[src/hdl/tlt_pkg.sv]
// ----------------------------------------------------------------------------
// tlt_pkg: shared constants, types and microcode for the tremolo core
// Field widths, fixed-point scaling, control word layout and the step program.
// ----------------------------------------------------------------------------
`default_nettype none

package tlt_pkg;

    localparam int SAMPLE_WIDTH = 16;
    localparam int COUNT_WIDTH  = 17;

    localparam int DEPTH_W     = 17;
    localparam int QUARTER_W   = 16;
    localparam int INV_W       = 25;
    localparam int CFG_INDEX_W = 2;
    localparam int CFG_DATA_W  = 25;

    localparam int DEPTH_ONE     = 65536;
    localparam int RATIO_ONE     = 1 << 24;
    localparam int QUARTER_RESET = 12000;
    localparam int INV_RESET     = 1398;
    localparam int RATIO_SHIFT   = 24;
    localparam int GAIN_SHIFT    = 16;
    localparam int RATIO_W       = 26;   // signed, holds +-2^24
    localparam int GAIN_W        = 18;   // signed, holds +-2^16

    localparam int MUL_A_W = (COUNT_WIDTH > GAIN_W) ? COUNT_WIDTH : GAIN_W;
    localparam int MUL_B_W = (SAMPLE_WIDTH > RATIO_W) ? SAMPLE_WIDTH : RATIO_W;
    localparam int PROD_W  = MUL_A_W + MUL_B_W;
    localparam int CMP_W   = ((COUNT_WIDTH > QUARTER_W) ? COUNT_WIDTH : QUARTER_W) + 2;

    localparam logic [CFG_INDEX_W-1:0] REG_DEPTH   = CFG_INDEX_W'(0);
    localparam logic [CFG_INDEX_W-1:0] REG_QUARTER = CFG_INDEX_W'(1);
    localparam logic [CFG_INDEX_W-1:0] REG_INVERSE = CFG_INDEX_W'(2);

    localparam int N_STEPS = 4;
    localparam int STEP_W  = 2;

    localparam logic [STEP_W-1:0] STEP_IDLE  = STEP_W'(0);
    localparam logic [STEP_W-1:0] STEP_RATIO = STEP_W'(1);
    localparam logic [STEP_W-1:0] STEP_GAIN  = STEP_W'(2);
    localparam logic [STEP_W-1:0] STEP_OUT   = STEP_W'(3);

    typedef enum logic [1:0] {
        MUL_LFO,
        MUL_DEPTH,
        MUL_SAMPLE
    } t_mul_sel;

    typedef enum logic [1:0] {
        COND_ALWAYS,
        COND_IN_XFER,
        COND_OUT_FREE
    } t_cond;

    // one microcode word
    typedef struct packed {
        t_cond             cond;
        logic [STEP_W-1:0] target;
        t_mul_sel          mul_sel;
        logic              take_in;
        logic              ld_ratio;
        logic              ld_gain;
        logic              ld_out;
        logic              lfo_step;
    } t_ucode;

    // decoded controls to the datapath and top level; the load and step strobes are condition-gated
    typedef struct packed {
        logic     in_ready;
        t_mul_sel mul_sel;
        logic     ld_x;
        logic     ld_ratio;
        logic     ld_gain;
        logic     ld_out;
        logic     lfo_step;
    } t_ctrl;

    typedef struct packed {
        logic in_xfer;
        logic out_free;
    } t_status;

    localparam t_ucode UCODE [N_STEPS] = '{
        '{cond: COND_IN_XFER,  target: STEP_RATIO, mul_sel: MUL_LFO,
          take_in: 1'b1, ld_ratio: 1'b0, ld_gain: 1'b0, ld_out: 1'b0, lfo_step: 1'b0},
        '{cond: COND_ALWAYS,   target: STEP_GAIN,  mul_sel: MUL_LFO,
          take_in: 1'b0, ld_ratio: 1'b1, ld_gain: 1'b0, ld_out: 1'b0, lfo_step: 1'b0},
        '{cond: COND_ALWAYS,   target: STEP_OUT,   mul_sel: MUL_DEPTH,
          take_in: 1'b0, ld_ratio: 1'b0, ld_gain: 1'b1, ld_out: 1'b0, lfo_step: 1'b0},
        '{cond: COND_OUT_FREE, target: STEP_IDLE,  mul_sel: MUL_SAMPLE,
          take_in: 1'b0, ld_ratio: 1'b0, ld_gain: 1'b0, ld_out: 1'b1, lfo_step: 1'b1}
    };

endpackage

`default_nettype wire

[src/hdl/tlt_sequencer.sv]
// ----------------------------------------------------------------------------
// tlt_sequencer: step counter and microcode ROM
// Fetches one control word per step and advances or holds on its condition.
// ----------------------------------------------------------------------------
`default_nettype none

module tlt_sequencer (
    input  wire logic            i_clk,
    input  wire logic            i_rst_n,
    input  wire tlt_pkg::t_status i_status,
    output tlt_pkg::t_ctrl       o_ctrl
);

    logic [tlt_pkg::STEP_W-1:0] r_step;
    logic [tlt_pkg::STEP_W-1:0] n_step;
    tlt_pkg::t_ucode            uc;
    logic                       fire;

    assign uc = tlt_pkg::UCODE[r_step];

    always_comb begin
        unique case (uc.cond)
            tlt_pkg::COND_ALWAYS:   fire = 1'b1;
            tlt_pkg::COND_IN_XFER:  fire = i_status.in_xfer;
            tlt_pkg::COND_OUT_FREE: fire = i_status.out_free;
            default:                fire = 1'b0;
        endcase
    end

    assign n_step = fire ? uc.target : r_step;

    always_ff @(posedge i_clk) begin
        if (!i_rst_n) begin
            r_step <= tlt_pkg::STEP_IDLE;
        end else begin
            r_step <= n_step;
        end
    end

    always_comb begin
        o_ctrl.in_ready = uc.take_in;
        o_ctrl.mul_sel  = uc.mul_sel;
        o_ctrl.ld_x     = uc.take_in & fire;
        o_ctrl.ld_ratio = uc.ld_ratio & fire;
        o_ctrl.ld_gain  = uc.ld_gain & fire;
        o_ctrl.ld_out   = uc.ld_out & fire;
        o_ctrl.lfo_step = uc.lfo_step & fire;
    end

endmodule

`default_nettype wire

[src/hdl/tlt_datapath.sv]
// ----------------------------------------------------------------------------
// tlt_datapath: shared multiplier, gain pipeline registers and triangle LFO
// Ratio, gain and output each take one pass through the single multiplier.
// ----------------------------------------------------------------------------
`default_nettype none

module tlt_datapath (
    input  wire logic                                i_clk,
    input  wire logic                                i_rst_n,
    input  wire tlt_pkg::t_ctrl                      i_ctrl,
    input  wire logic signed [tlt_pkg::SAMPLE_WIDTH-1:0] i_sample,
    input  wire logic [tlt_pkg::DEPTH_W-1:0]         i_depth,
    input  wire logic [tlt_pkg::QUARTER_W-1:0]       i_quarter,
    input  wire logic [tlt_pkg::INV_W-1:0]           i_inverse,
    input  wire logic                                i_clamp,
    input  wire logic [tlt_pkg::QUARTER_W-1:0]       i_clamp_q,
    output logic signed [tlt_pkg::SAMPLE_WIDTH-1:0]  o_result
);

    localparam int PW  = tlt_pkg::PROD_W;
    localparam int CW  = tlt_pkg::CMP_W;
    localparam int NW  = tlt_pkg::COUNT_WIDTH;
    localparam int SW  = tlt_pkg::SAMPLE_WIDTH;

    localparam logic signed [PW-1:0] RAT_HI = PW'(tlt_pkg::RATIO_ONE);
    localparam logic signed [PW-1:0] RAT_LO = -RAT_HI;
    localparam logic signed [PW-1:0] Y_HI   = PW'((64'sd1 <<< (SW - 1)) - 64'sd1);
    localparam logic signed [PW-1:0] Y_LO   = -Y_HI - PW'(1);

    logic signed [SW-1:0]                  r_x;
    logic signed [tlt_pkg::RATIO_W-1:0]    r_ratio;
    logic signed [tlt_pkg::GAIN_W-1:0]     r_gain;
    logic signed [NW-1:0]                  r_pos;
    logic                                  r_falling;

    logic signed [tlt_pkg::MUL_A_W-1:0]    mul_a;
    logic signed [tlt_pkg::MUL_B_W-1:0]    mul_b;
    logic signed [PW-1:0]                  prod;
    logic signed [PW-1:0]                  prod_dr;
    logic signed [PW-1:0]                  prod_y;
    logic signed [tlt_pkg::RATIO_W-1:0]    n_ratio;
    logic signed [tlt_pkg::GAIN_W-1:0]     n_gain;
    logic signed [tlt_pkg::GAIN_W-1:0]     gain_base;

    logic signed [CW-1:0]                  pos_ext;
    logic signed [CW-1:0]                  q_ext;
    logic signed [CW-1:0]                  cq_ext;
    logic                                  n_falling;
    logic signed [NW-1:0]                  n_pos;

    always_comb begin
        case (i_ctrl.mul_sel)
            tlt_pkg::MUL_LFO: begin
                mul_a = tlt_pkg::MUL_A_W'(r_pos);
                mul_b = $signed(tlt_pkg::MUL_B_W'(i_inverse));
            end
            tlt_pkg::MUL_DEPTH: begin
                mul_a = $signed(tlt_pkg::MUL_A_W'(i_depth));
                mul_b = tlt_pkg::MUL_B_W'(r_ratio);
            end
            tlt_pkg::MUL_SAMPLE: begin
                mul_a = tlt_pkg::MUL_A_W'(r_gain);
                mul_b = tlt_pkg::MUL_B_W'(r_x);
            end
            default: begin
                mul_a = '0;
                mul_b = '0;
            end
        endcase
    end

    assign prod = mul_a * mul_b;

    // ratio saturates at +-1.0 (an inconsistent reciprocal can overshoot)
    always_comb begin
        if (prod > RAT_HI) begin
            n_ratio = tlt_pkg::RATIO_W'(RAT_HI);
        end else if (prod < RAT_LO) begin
            n_ratio = tlt_pkg::RATIO_W'(RAT_LO);
        end else begin
            n_ratio = tlt_pkg::RATIO_W'(prod);
        end
    end

    // arithmetic shifts round toward minus infinity
    assign prod_dr   = prod >>> tlt_pkg::RATIO_SHIFT;
    assign gain_base = tlt_pkg::GAIN_W'(tlt_pkg::DEPTH_ONE) - $signed(tlt_pkg::GAIN_W'(i_depth));
    assign n_gain    = gain_base + tlt_pkg::GAIN_W'(prod_dr);

    assign prod_y = prod >>> tlt_pkg::GAIN_SHIFT;

    always_comb begin
        if (prod_y > Y_HI) begin
            o_result = SW'(Y_HI);
        end else if (prod_y < Y_LO) begin
            o_result = SW'(Y_LO);
        end else begin
            o_result = SW'(prod_y);
        end
    end

    // triangle LFO: turn at either bound, then move by one
    assign pos_ext = CW'(r_pos);
    assign q_ext   = $signed(CW'(i_quarter));
    assign cq_ext  = $signed(CW'(i_clamp_q));

    always_comb begin
        n_falling = r_falling;
        if (pos_ext >= q_ext) begin
            n_falling = 1'b1;
        end
        if (pos_ext <= -q_ext) begin
            n_falling = 1'b0;
        end
        n_pos = n_falling ? r_pos - NW'(1) : r_pos + NW'(1);
    end

    always_ff @(posedge i_clk) begin
        if (!i_rst_n) begin
            r_pos     <= '0;
            r_falling <= 1'b0;
        end else if (i_clamp) begin
            if (pos_ext > cq_ext) begin
                r_pos <= NW'(cq_ext);
            end else if (pos_ext < -cq_ext) begin
                r_pos <= NW'(-cq_ext);
            end
        end else if (i_ctrl.lfo_step) begin
            r_pos     <= n_pos;
            r_falling <= n_falling;
        end
    end

    always_ff @(posedge i_clk) begin
        if (i_ctrl.ld_x) begin
            r_x <= i_sample;
        end
        if (i_ctrl.ld_ratio) begin
            r_ratio <= n_ratio;
        end
        if (i_ctrl.ld_gain) begin
            r_gain <= n_gain;
        end
    end

endmodule

`default_nettype wire

[src/hdl/triangle_lfo_tremolo_core.sv]
// ----------------------------------------------------------------------------
// triangle_lfo_tremolo_core: tremolo with triangle LFO amplitude modulation
// Config registers, output register and the sequencer/datapath pair.
// ----------------------------------------------------------------------------
//  Channel   Handshake              Payload
//  input     i_in_valid/o_in_stall  i_sample_in  (16b signed)
//  output    o_out_valid/i_out_stall o_sample_out (16b signed)
//  config    i_cfg_valid/o_cfg_ready i_cfg_index (2b), i_cfg_data (25b)
//
//  Each sample is first transferred in, then makes three passes
//  through the single shared multiplier (LFO ratio, gain, scaled sample).
//  The result sits in an output register; the next sample is taken in while
//  it waits. The last step holds only while that register is full and stalled.
//  Reset: depth 0, quarter period 12000, reciprocal 1398, LFO at zero rising.
// ----------------------------------------------------------------------------
`default_nettype none

module triangle_lfo_tremolo_core (
    input  wire logic                                     i_clk,
    input  wire logic                                     i_rst_n,
    input  wire logic                                     i_in_valid,
    output logic                                          o_in_stall,
    input  wire logic signed [tlt_pkg::SAMPLE_WIDTH-1:0]  i_sample_in,
    output logic                                          o_out_valid,
    input  wire logic                                     i_out_stall,
    output logic signed [tlt_pkg::SAMPLE_WIDTH-1:0]       o_sample_out,
    input  wire logic                                     i_cfg_valid,
    output logic                                          o_cfg_ready,
    input  wire logic [tlt_pkg::CFG_INDEX_W-1:0]          i_cfg_index,
    input  wire logic [tlt_pkg::CFG_DATA_W-1:0]           i_cfg_data
);

    logic [tlt_pkg::DEPTH_W-1:0]           r_depth;
    logic [tlt_pkg::QUARTER_W-1:0]         r_quarter;
    logic [tlt_pkg::INV_W-1:0]             r_inverse;
    logic                                  r_out_valid;
    logic signed [tlt_pkg::SAMPLE_WIDTH-1:0] r_out_data;

    tlt_pkg::t_ctrl                        ctrl;
    tlt_pkg::t_status                      status;
    logic signed [tlt_pkg::SAMPLE_WIDTH-1:0] result;

    logic                                  cfg_xfer;
    logic [tlt_pkg::DEPTH_W-1:0]           cfg_depth;
    logic [tlt_pkg::QUARTER_W-1:0]         cfg_quarter;
    logic                                  clamp;

    assign o_cfg_ready = 1'b1;
    assign cfg_xfer    = i_cfg_valid & o_cfg_ready;

    assign cfg_depth   = tlt_pkg::DEPTH_W'(i_cfg_data);
    assign cfg_quarter = (tlt_pkg::QUARTER_W'(i_cfg_data) == '0)
                       ? tlt_pkg::QUARTER_W'(1) : tlt_pkg::QUARTER_W'(i_cfg_data);
    assign clamp       = cfg_xfer && (i_cfg_index == tlt_pkg::REG_QUARTER);

    always_ff @(posedge i_clk) begin
        if (!i_rst_n) begin
            r_depth   <= '0;
            r_quarter <= tlt_pkg::QUARTER_W'(tlt_pkg::QUARTER_RESET);
            r_inverse <= tlt_pkg::INV_W'(tlt_pkg::INV_RESET);
        end else if (cfg_xfer) begin
            if (i_cfg_index == tlt_pkg::REG_DEPTH) begin
                r_depth <= (cfg_depth > tlt_pkg::DEPTH_W'(tlt_pkg::DEPTH_ONE))
                         ? tlt_pkg::DEPTH_W'(tlt_pkg::DEPTH_ONE) : cfg_depth;
            end else if (i_cfg_index == tlt_pkg::REG_QUARTER) begin
                r_quarter <= cfg_quarter;
            end else if (i_cfg_index == tlt_pkg::REG_INVERSE) begin
                r_inverse <= tlt_pkg::INV_W'(i_cfg_data);
            end
        end
    end

    assign o_in_stall      = ~ctrl.in_ready;
    assign status.in_xfer  = i_in_valid & ctrl.in_ready;
    assign status.out_free = ~r_out_valid | ~i_out_stall;

    tlt_sequencer u_seq (
        .i_clk    (i_clk),
        .i_rst_n  (i_rst_n),
        .i_status (status),
        .o_ctrl   (ctrl)
    );

    tlt_datapath u_dp (
        .i_clk     (i_clk),
        .i_rst_n   (i_rst_n),
        .i_ctrl    (ctrl),
        .i_sample  (i_sample_in),
        .i_depth   (r_depth),
        .i_quarter (r_quarter),
        .i_inverse (r_inverse),
        .i_clamp   (clamp),
        .i_clamp_q (cfg_quarter),
        .o_result  (result)
    );

    always_ff @(posedge i_clk) begin
        if (!i_rst_n) begin
            r_out_valid <= 1'b0;
        end else if (ctrl.ld_out) begin
            r_out_valid <= 1'b1;
        end else if (r_out_valid && !i_out_stall) begin
            r_out_valid <= 1'b0;
        end
    end

    always_ff @(posedge i_clk) begin
        if (ctrl.ld_out) begin
            r_out_data <= result;
        end
    end

    assign o_out_valid  = r_out_valid;
    assign o_sample_out = r_out_data;

endmodule

`default_nettype wire

[config.mk]
export PLATFORM = sky130hd
export DESIGN_NAME = triangle_lfo_tremolo_core
export DESIGN_NICKNAME = d
export VERILOG_FILES = /design/src/hdl/tlt_pkg.sv /design/src/hdl/tlt_sequencer.sv /design/src/hdl/tlt_datapath.sv /design/src/hdl/triangle_lfo_tremolo_core.sv
export SDC_FILE = /design/constraint.sdc
export NUM_CORES = 2
export LEC_CHECK = 0
export BUFFER_PORTS_ARGS = -buffer_cell sky130_fd_sc_hd__buf_2
export CORE_MARGIN = 2
export CORE_UTILIZATION = 60
export CTS_BUF_LIST = sky130_fd_sc_hd__clkbuf_8 sky130_fd_sc_hd__clkbuf_16
export DETAILED_ROUTE_END_ITERATION = 8
export PLACE_DENSITY = 0.84
export SYNTH_ARGS = -nofsm -noshare
export SYNTH_HDL_FRONTEND = slang
export SYNTH_HIERARCHICAL = 1
export SYNTH_SLANG_ARGS = --single-unit
[constraint.sdc]
create_clock -name i_clk -period 22.9 [get_ports i_clk]
set_input_delay 4.58 -clock i_clk [delete_from_list [all_inputs] [get_ports i_clk]]
set_output_delay 4.58 -clock i_clk [all_outputs]
set_load 0.02 [all_outputs]
==> flow_summary_export.csv <==
group,metric,value,unit
sta,rsz0062_at_grt,"no",
floorplan,die_h,220,um
worst_setup_path,crit_type,"reg -> reg",
synthesis,synthFlopType,"dfxtp_1",
layout,fill_cells,3764,
worst_setup_path,cp-end-kind,"flop",
layout,seqCellArea,3860,um2
worst_setup_path,startpoint,"u_seq/r_step[1]",
worst_setup_path,cp_slowest_cell,"a21oi_1",
place,pre_cts_slack,11440,ps
detailed_routing,wirelength,86100,um
place,gp_congestion,1.04,
clock_network,cts_hold_buf,0,
worst_setup_path,worstSetupStartpointType,"flop",
detailed_routing,detail_route.wl_per_cell,22.2,um
place,place_area,29100,um2
detailed_routing,drt-vias-per-instance,6.03,
synthesis,yosys_warnings,6,
detailed_routing,drc_errors,0,
clock_network,cts_setup_buffers,0,
synthesis,yosysSeqAreaShare,0.138,
power,switching_share,0.557,
worst_setup_path,path_max_fanout,65,
floorplan,dieWidth,220,um
floorplan,core,46400,um2
sta,drv_slew,0,
global_routing,gr-total-overflow,0,
worst_setup_path,r2r-start,"u_seq/r_step[1]",
worst_setup_path,reg2reg_depth,38,
worst_setup_path,r2r_slack,11110,ps
power,p_seq_frac,0.144,
layout,multi_input_area,21400,um2
power,p_sw,1930,uW
worst_setup_path,max_stage_delay,980,ps
detailed_routing,drt-initial-drc-count,2462,
hold_path,holdCritPathClass,"reg -> reg",
sta,worst_slack,11110,ps
worst_setup_path,crit_path_end,"u_dp/r_gain[16]",
sta,period_share,0.515,
synthesis,ys_ff_latch,155,
clock_network,ctsResizeCount,0,
clock_network,cts-htree-levels,4,
power,p_clk_frac,0.081,
place,place_hpwl,68000,um
floorplan,start_util,0.606,
floorplan,boundaryPins,67,
worst_setup_path,worst_r2r_endpoint,"u_dp/r_gain[16]",
outcome,status,"finished, final reports clean",
clock_network,cts_sinks,155,
floorplan,die-area,48600,um2
worst_setup_path,crit_path_frequent_cell,"fa_1",
hold_path,hold_start,"r_quarter[13]",
sta,tns,0,ps
clock_network,cts_made_buffers,17,
clock_network,clk_latency,450,ps
global_routing,grt_max_degree,69,
power,power.internal,1530,uW
worst_setup_path,critPathArrivalTime,12030,ps
sta,setup-violations-final,0,
layout,area_delta_synth_final,5.49,%
power,power_frac_comb,0.775,
power,ir_drop,103,uV
synthesis,synthArstFlopShare,0,
layout,layout-drive-gt1-share,0.0589,
detailed_routing,num_vias,23458,
clock_network,cts-root-buf,"clkbuf_16",
synthesis,syn_area_per_cell,8.60,um2
sta,slew-limit-headroom,0.164,
detailed_routing,drt_pre_antenna_iters,8,
layout,nets,4003,
clock_network,clkTransAtPathRegs,70,ps
global_routing,grtUsageTotal,0.372,
layout,final_area,29600,um2
global_routing,antenna_found_initial,6,
global_routing,grt_pass1_vias,24195,
synthesis,syn_nets,4003,
sta,post-route-min-period,11790,ps
synthesis,synth.cell_area,28100,um2
global_routing,grt_pass1_wl,136000,um
flow_run,maxCapViolCount,0,
worst_setup_path,worstPathRequired,23140,ps
detailed_routing,ant_nets,0,
sta,hold_viol,0,
synthesis,synth_edf_count,76,
synthesis,synth.distinct_cells,86,
place,placed_cells,3854,
floorplan,num_rows,79,
layout,fin_cells,3889,
sta,skew,15.7,ps
place,io_buffers,65,
sta,fmax,84.8,MHz
power,power_density,117,nW/um2
power,p_leak,0.0141,uW
clock_network,cts_tree,"built",
sta,tightest_slew,1250,ps
layout,post-route-util,0.639,
clock_network,clockBufferDepth,2,
synthesis,syn_inst,3266,
==> cells in the mapped netlist (9+ instances only) <==
library cell  number  area share
ha_1             230        0.10
fa_1             459        0.33
o21ai_1           32      0.0057
mux2i_1           62       0.022
a31oi_1           11      0.0024
nand2_1          506       0.068
o21bai_1          15      0.0040
a21boi_0          35      0.0094
edfxtp_1          76       0.081
nand2b_1          26      0.0058
a22o_1            17      0.0053
a211o_1           14      0.0044
inv_1            628       0.084
o21a_1            34      0.0091
nor2b_1           38      0.0085
nand3_1           44      0.0078
nand4_1           22      0.0049
nor2_1           230       0.031
buf_2             17      0.0030
a211oi_1          16      0.0043
a21o_1            41       0.011
xor2_1            21      0.0065
xnor2_1           88       0.027
nor4_1            19      0.0042
and2_1            45       0.010
clkbuf_1         100       0.013
nor3_1            38      0.0068
dfxtp_1           79       0.056
a21oi_1           98       0.017
o21ai_0           78       0.014
and3_1            14      0.0031
buf_4              9      0.0024
==> worst min-delay path by stage <==
stage                          endpoint  slack [ps]  depth (start not counted)
after global routing       r_inverse[6]         510                          2
after detailed placement  r_quarter[13]         460                          2
final                     r_quarter[13]         480                          2
after CTS                 r_inverse[11]         480                          2
after floorplan           r_inverse[16]         430                          2
after global placement    r_quarter[13]         450                          2
==> worst max-delay path, delay by kind of cell, from the launching register on <==
family | cells | cell delay [ps]
buffers and inverters | 6 | 1050
xor gates and xnor gates | 1 | 180
muxes | 1 | 270
adders and majority gates | 10 | 4660
AOI/OAI and AO/OA | 13 | 3780
and+or+nand+nor | 7 | 1110
DFF | 1 | 500
==> per-stage QoR <==
step,total power [uW],hold WS [ps]
global placement,3040,452
floorplan,2290,434
CTS,3380,477
global route,3710,509
detailed placement,3070,463
finish,3460,476
==> routing by layer <==
layer | up-vias | global-route usage | part of all wire
met4 | 2 | 0.211 | 0.068
met3 | 343 | 0.104 | 0.12
met1 | 11388 | 0.467 | 0.37
met2 | 1414 | 0.580 | 0.45
met5 | - | 0 | 0.00014
li1 | 10311 | - | -
==> final cells by class <==
cell class,count,share of cell area
Tap cell,607,0.0256
Clock inverter,12,0.00287
Multi-Input combinational cell,2348,0.721
Antenna cell,3,0.000253
Timing Repair Buffer,115,0.0236
Clock buffer,20,0.0165
Inverter,629,0.0797
Sequential cell,155,0.130
==> flip-flops by register name, indices dropped and copies added, names as in the netlist <==
register and count:
u_dp/r_x 16, o_out_valid 1, r_depth 17, u_seq/r_step 2, u_dp/r_pos 17, u_dp/r_falling 1
r_inverse 25, o_sample_out 16, u_dp/r_gain 18, r_quarter 16, u_dp/r_ratio 26
==> power by group through the flow <==
| stage | registers [uW] | logic [uW] | clock network (uW) |
|---|---|---|---|
| after floorplan | 483 | 1800 | 0 |
| after global placement | 498 | 2550 | 0 |
| after detailed placement | 499 | 2580 | 0 |
| after CTS | 494 | 2600 | 284 |
| after global routing | 501 | 2910 | 295 |
| final | 498 | 2680 | 281 |
==> cells in the final DEF (no fill, tap or decap), types with 5 or more instances in the layout <==
cell / count
a211o_1: 14
a211oi_1: 16
a21boi_0: 35
a21boi_1: 5
a21o_1: 41
a21oi_1: 95
a21oi_2: 8
a22o_1: 17
a31oi_1: 11
and2_1: 45
and3_1: 14
buf_2: 65
buf_4: 50
clkbuf_16: 19
dfxtp_1: 79
edfxtp_1: 76
fa_1: 459
ha_1: 228
inv_1: 629
mux2i_1: 62
nand2_1: 506
nand2b_1: 26
nand3_1: 44
nand3b_1: 5
nand4_1: 22
nand4b_1: 7
nor2_1: 230
nor2b_1: 37
nor3_1: 38
nor4_1: 19
o21a_1: 34
o21ai_0: 76
o21ai_1: 31
o21bai_1: 15
or2_2: 5
or3_1: 7
or3_4: 5
xnor2_1: 88
xor2_1: 21
==> logic make-up after synthesis <==
group | synth area share
simple gates | 0.166
buf+inv | 0.104
fa+ha+maj | 0.429
compound gates | 0.106
flops | 0.138
xor+xnor | 0.0340
mux | 0.0221
other cells | 0.000133
Note: power is estimated with default switching activity, not from simulation.
